### config.mk
export PLATFORM = sky130hd
export DESIGN_NAME = sdd_gather
export DESIGN_NICKNAME = d
export VERILOG_FILES = /design/src/hdl/sdd_pkg.sv /design/src/hdl/sdd_gather.sv
export SDC_FILE = /design/constraint.sdc
export NUM_CORES = 1
export LEC_CHECK = 0
export ABC_AREA = 1
export BUFFER_PORTS_ARGS = -buffer_cell sky130_fd_sc_hd__buf_2
export CAP_MARGIN = 10
export CORE_MARGIN = 1.5
export CORE_UTILIZATION = 50
export DETAILED_ROUTE_END_ITERATION = 6
export GPL_ROUTABILITY_DRIVEN = 0
export PLACE_DENSITY = 0.79
export SYNTH_ARGS = -nofsm -noshare
export SYNTH_HDL_FRONTEND = slang
export SYNTH_SLANG_ARGS = --single-unit
### constraint.sdc
create_clock -name clk -period 2.4 [get_ports clk]
set_input_delay 0.48 -clock clk [delete_from_list [all_inputs] [get_ports clk]]
set_output_delay 0.48 -clock clk [all_outputs]
set_load 0.02 [all_outputs]
### src/hdl/sdd_pkg.sv
// ----------------------------------------------------------------------------
// sdd_pkg
// Shared widths, constants and the control type of the strip deduplicator.
// ----------------------------------------------------------------------------
`default_nettype none

package sdd_pkg;

	localparam int UNIT_W  = 8;
	localparam int LABEL_W = 8;
	localparam int COUNT_W = 9;
	localparam int LEN_W   = 6;

	localparam logic [LEN_W-1:0]   LEN_RESET = 6'd32;
	localparam logic [LABEL_W-1:0] LABEL_SAT = 8'hFF;
	localparam logic [COUNT_W-1:0] COUNT_SAT = 9'h1FF;

	// Control from the search sequencer to the strip gatherer.
	typedef struct packed {
		logic take;     // a unit request is accepted this cycle
		logic restart;  // the accepted unit opens a new image
		logic clear;    // a length write resets the strip position
	} gat_ctl_t;

endpackage

`default_nettype wire

### src/hdl/sdd_gather.sv
// ----------------------------------------------------------------------------
// sdd_gather
// Collects incoming units into the strip buffer and flags the unit that
// completes a strip.
// ----------------------------------------------------------------------------
`default_nettype none

module sdd_gather #(
	parameter int MAX_STRIP_UNITS = 32,
	localparam int IDX_W = (MAX_STRIP_UNITS > 1) ? $clog2(MAX_STRIP_UNITS) : 1
) (
	input  wire logic                                  clk,
	input  wire logic                                  arst_n,
	input  wire sdd_pkg::gat_ctl_t                     ctl,
	input  wire logic [sdd_pkg::UNIT_W-1:0]            unit,
	input  wire logic [IDX_W-1:0]                      last_idx,
	output logic [MAX_STRIP_UNITS*sdd_pkg::UNIT_W-1:0] strip,
	output logic                                       strip_done
);

	import sdd_pkg::*;

	logic [IDX_W-1:0]  pos_q;
	logic [IDX_W-1:0]  pos_eff;
	logic [UNIT_W-1:0] buf_q [MAX_STRIP_UNITS];

	// A new image restarts the strip before this unit is placed.
	assign pos_eff    = ctl.restart ? '0 : pos_q;
	assign strip_done = ctl.take && (pos_eff == last_idx);

	// Position within the current strip.
	always_ff @(posedge clk or negedge arst_n) begin
		if (!arst_n) begin
			pos_q <= '0;
		end else if (ctl.clear) begin
			pos_q <= '0;
		end else if (ctl.take) begin
			pos_q <= strip_done ? '0 : pos_eff + 1'b1;
		end
	end

	// Strip buffer; only positions written in this strip are ever compared.
	always_ff @(posedge clk) begin
		if (ctl.take) begin
			buf_q[pos_eff] <= unit;
		end
	end

	for (genvar i = 0; i < MAX_STRIP_UNITS; i++) begin : g_strip
		assign strip[i*UNIT_W +: UNIT_W] = buf_q[i];
	end

endmodule

`default_nettype wire

Yosys cells after proc, flatten, opt, wreduce, memory -nomap -nowiden
Memories as Yosys holds them, arrays and structs flattened.
Cells that the tools add are included.
{ "totals": {"reg_bits": 5, "ram_bits": 256, "input_bits": 18, "out_inout_bits": 257, "n_memories": 1} }
{ "op_classes": {"addsub": 1, "n_eq_ne": 1, "mux": 6, "n_reduce_logical": 2} }
{ "mem_list": {"columns": ["name", "depth", "word_bits", "read_ports", "rd_ports_with_merged_regs", "write_ports", "line_no", "text"], "rows": [
  ["buf_q", 32, 8, 32, 0, 1, "sdd_gather.sv:25", "logic [UNIT_W-1:0] buf_q [MAX_STRIP_UNITS];"]
]} }
{ "ops": {"columns": ["op", "count"], "rows": [
  ["5-bit two-way mux", 4],
  ["5-bit by 1-bit adder with 5-bit output, second input constant", 1],
  ["5-bit equality test", 1],
  ["1-bit two-way mux", 2],
  ["2-bit nonzero test", 1],
  ["1-bit logical AND", 1]
]} }

Longest topological paths before layout
{ "logic_depth": {"word_depth": 6, "mapped_depth": 12, "depth_no_buf": 12} }

Worst setup path before layout
OpenSTA, ideal clock, no wires.
{ "synth_path": {"path_type": "input -> register", "startpoint": "input ctl[1] (netlist name)", "endpoint": "memory buf_q[11][0], enable pin", "t_arrival_ps": 1494, "required_ps": 2030, "setup_slack_ps": 536, "cell_stages": 6, "cell_sequence": "inv_4 nand2_2 inv_1 ha_1 nand2_1 nor2_1"} }
{ "synth_between": {"elab_chain_cells": 1} }
{ "synth_lines": {"columns": ["item", "line_no", "text"], "rows": [
  ["from (decl)", "sdd_gather.sv:14", "input wire sdd_pkg::gat_ctl_t ctl,"],
  ["5-bit two-way mux", "sdd_gather.sv:28", "assign pos_eff = ctl.restart ? '0 : pos_q;"],
  ["to (decl)", "sdd_gather.sv:25", null]
]} }
Every way passes these cells.

Final worst setup path
{ "layout_path": {"startpoint": "register pos_q[1]", "endpoint": "output strip_done"} }
{ "layout_between": {"elab_chain_cells": 3} }
{ "layout_lines": {"columns": ["item", "line_no", "text"], "rows": [
  ["from (decl)", "sdd_gather.sv:23", "logic [IDX_W-1:0] pos_q;"],
  ["from (signal assigned)", "sdd_gather.sv:38", "pos_q <= strip_done ? '0 : pos_eff + 1'b1;"],
  ["5-bit two-way mux", "sdd_gather.sv:28", null],
  ["5-bit equality test", "sdd_gather.sv:29", "assign strip_done = ctl.take && (pos_eff == last_idx);"],
  ["1-bit logical AND", "sdd_gather.sv:29", null],
  ["to (decl)", "sdd_gather.sv:18", "output logic strip_done"]
]} }
Every way passes these cells.

==> metrics <==
share of layout cells above drive strength 1=48.4%; Fin. Hold Viols=0; fmax=440 MHz; std cell rows=47; crit path kind=reg2out; Post-CTS Repair Setup Buffers=0; Mapped Cells=388; Max Cap Violations=0; Critical Path End Type=output port; initial antenna violation count=0; Die W=133 um; drt initial violations=357; slew of the pin with the lowest slew margin=0.800 ns; Final Cycle Share=94.7%; clock buffer depth=3; fillcell total=1,160; drt wl/cell=20.6 um; Unique masters post-synth=17; Tightest Hold Check Type=in2async; CP Data Arrival Time=1.79 ns; Yosys warnings=0; DRC Markers=0; minimum clock period=2.27 ns; clk slew on worst S/H paths=0.07 ns; Clk Latency, worst-skew pair=0.51 ns; RSZ-0062 raised after global routing=false; die height=133 um; CTS sink cnt=261; core area=16,500 um^2; Leak=4.30 nW; drt first pass iters=5; peak supply drop=0.573 mV; DR vias=4,724; synthesized area per cell=21.7 um^2; Mapped Nets=410; Routed Antenna Nets=0; Slew HR=46.6%; die area=17,600 um^2; largest fanout on the critical path=6; area grow syn2layout=31.1%; Initial Util=51.0%; largest net degree at the start of global routing=33; power per cell area=806 nW/um^2; Ports=275; HPWL after DPL=12.2 mm; vias in the first global route=4,740; Setup Slack @ Placement=0.130 ns; routed wire length=19.6 mm; Max Slew Vio Count=0; final setup margin=0.127 ns; Worst EP required=1.92 ns; Antenna Cells=0; total global routing track utilization=22.2%; setup_tns=0 ns; synthesized area=8420 um^2; Worst setup SP type=flop; Synth Register Bits=261; H-tree depth=1; global-route wire length before repair=28.7 mm; total gr overflow=0; Seq/Total Area, Yosys=92.8%; nets=738; Setup Skew=0.0205 ns; PortBufs=274; CTS root buf=clkbuf_16; CTS tree=yes; post-DR vias/cell=4.97; status=finished clean; CTS Buf Count=25; final setup fails=0
==> metal layers <==
layer	up-vias	share of wire, %	track usage [%]
met4	0	2.3	6.59
met2	244	50	37.7
met3	40	6.9	5.36
met1	2347	41	28.7
li1	2093	-	-
met5	-	0	0
==> per-stage QoR <==
step / total power, mW / instance area, um^2 / std cells / util [%] / hold WS, ns
finish: 8.90 / 11000 / 951 / 66.8 / 0.296
floorplan: 5.18 / 8420 / 388 / - / 0.184
detailed placement: 5.31 / 10300 / 908 / 62.1 / 0.305
global placement: 5.31 / 10300 / 908 / 62.1 / 0.304
global route: 9.11 / 11000 / 951 / 66.8 / 0.312
CTS: 8.96 / 11000 / 951 / 66.8 / 0.274
==> what timing repair did <==
item,in CTS,in global routing
endpoints found under the hold margin,5,0
hold buffers,1,0
resized for setup,0,0
==> area by class of cell <==
| class | count | area (um^2) | area share (%) |
|---|---|---|---|
| timing repair buffer | 302 | 1580 | 14.3 |
| inverter | 18 | 70.1 | 0.635 |
| tap | 220 | 275 | 2.49 |
| clock inverter | 15 | 134 | 1.21 |
| clock buffer | 27 | 633 | 5.73 |
| sequential | 261 | 7810 | 70.8 |
| multi-input combinational | 108 | 532 | 4.82 |
==> path summary, 6_finish.rpt <==
check	startpoint	to	slack [ns]	depth (start not counted)
worst max-delay path	pos_q[1]	strip_done	0.13	7
worst min-delay path	arst_n	pos_q[0]	0.30	2
worst max register to register	pos_q[1]	buf_q[24][4]	0.30	6
worst min register to register	pos_q[0]	pos_q[0]	0.58	2
max in group asynchronous	arst_n	pos_q[3]	1.95	2
min in group clk	ctl[0]	pos_q[4]	0.30	4
==> Yosys cell counts (all sizes together) <==
cell type  count  share of area, %
o21ai          1             0.059
dfrtp          5               1.5
nand2         46               2.5
inv           18              0.83
nand4          1             0.074
nor2          48               2.5
ha             4              0.59
edfxtp       256                91
nand3          8              0.62
buf            1             0.059
==> cell families after synthesis <==
logic type / Yosys count / synth area share (%)
AO/OA/AOI/OAI: 1 / 0.0594
adder cells (fa/ha/maj): 4 / 0.594
buffers and inverters: 19 / 0.892
flip-flops: 261 / 92.8
AND/OR/NAND/NOR: 103 / 5.66
==> worst max-delay path, stage by stage, from the launching register on <==
cell and delay, ns:
dfrtp_1 0.43, inv_2 0.06, nor2_2 0.20, nor2_1 0.12, nor2_4 0.14, nand3_4 0.12
inv_2 0.06, buf_2 0.15
==> sequential cells by signal, summed over array words and instances, names as in the netlist <==
| signal | flops |
|---|---|
| pos_q | 5 |
| buf_q | 256 |
==> power by group <==
part	internal (mW)	total, mW	switching (mW)
sequential	5.02	5.03	0.00685
clock	2.12	3.68	1.57
combinational	0.0328	0.187	0.155
==> cells in the final DEF (no fill, tap or decap), types with 2 or more instances in the layout <==
cell type,synthesis,layout
buf_2,1,274
edfxtp_1,256,256
nor2_1,42,42
nand2_1,38,38
buf_4,0,27
clkbuf_16,0,25
inv_1,15,15
nand3_1,7,7
nand2_2,5,5
clkinv_1,0,5
dfrtp_1,5,5
ha_1,4,4
clkinv_2,0,4
nor2_2,3,3
nand2_4,3,3
nor2_4,3,3
inv_2,2,2
bufinv_16,0,2
clkbuf_1,0,2
clkinvlp_4,0,2
Note: power is estimated with default switching activity, not from simulation.
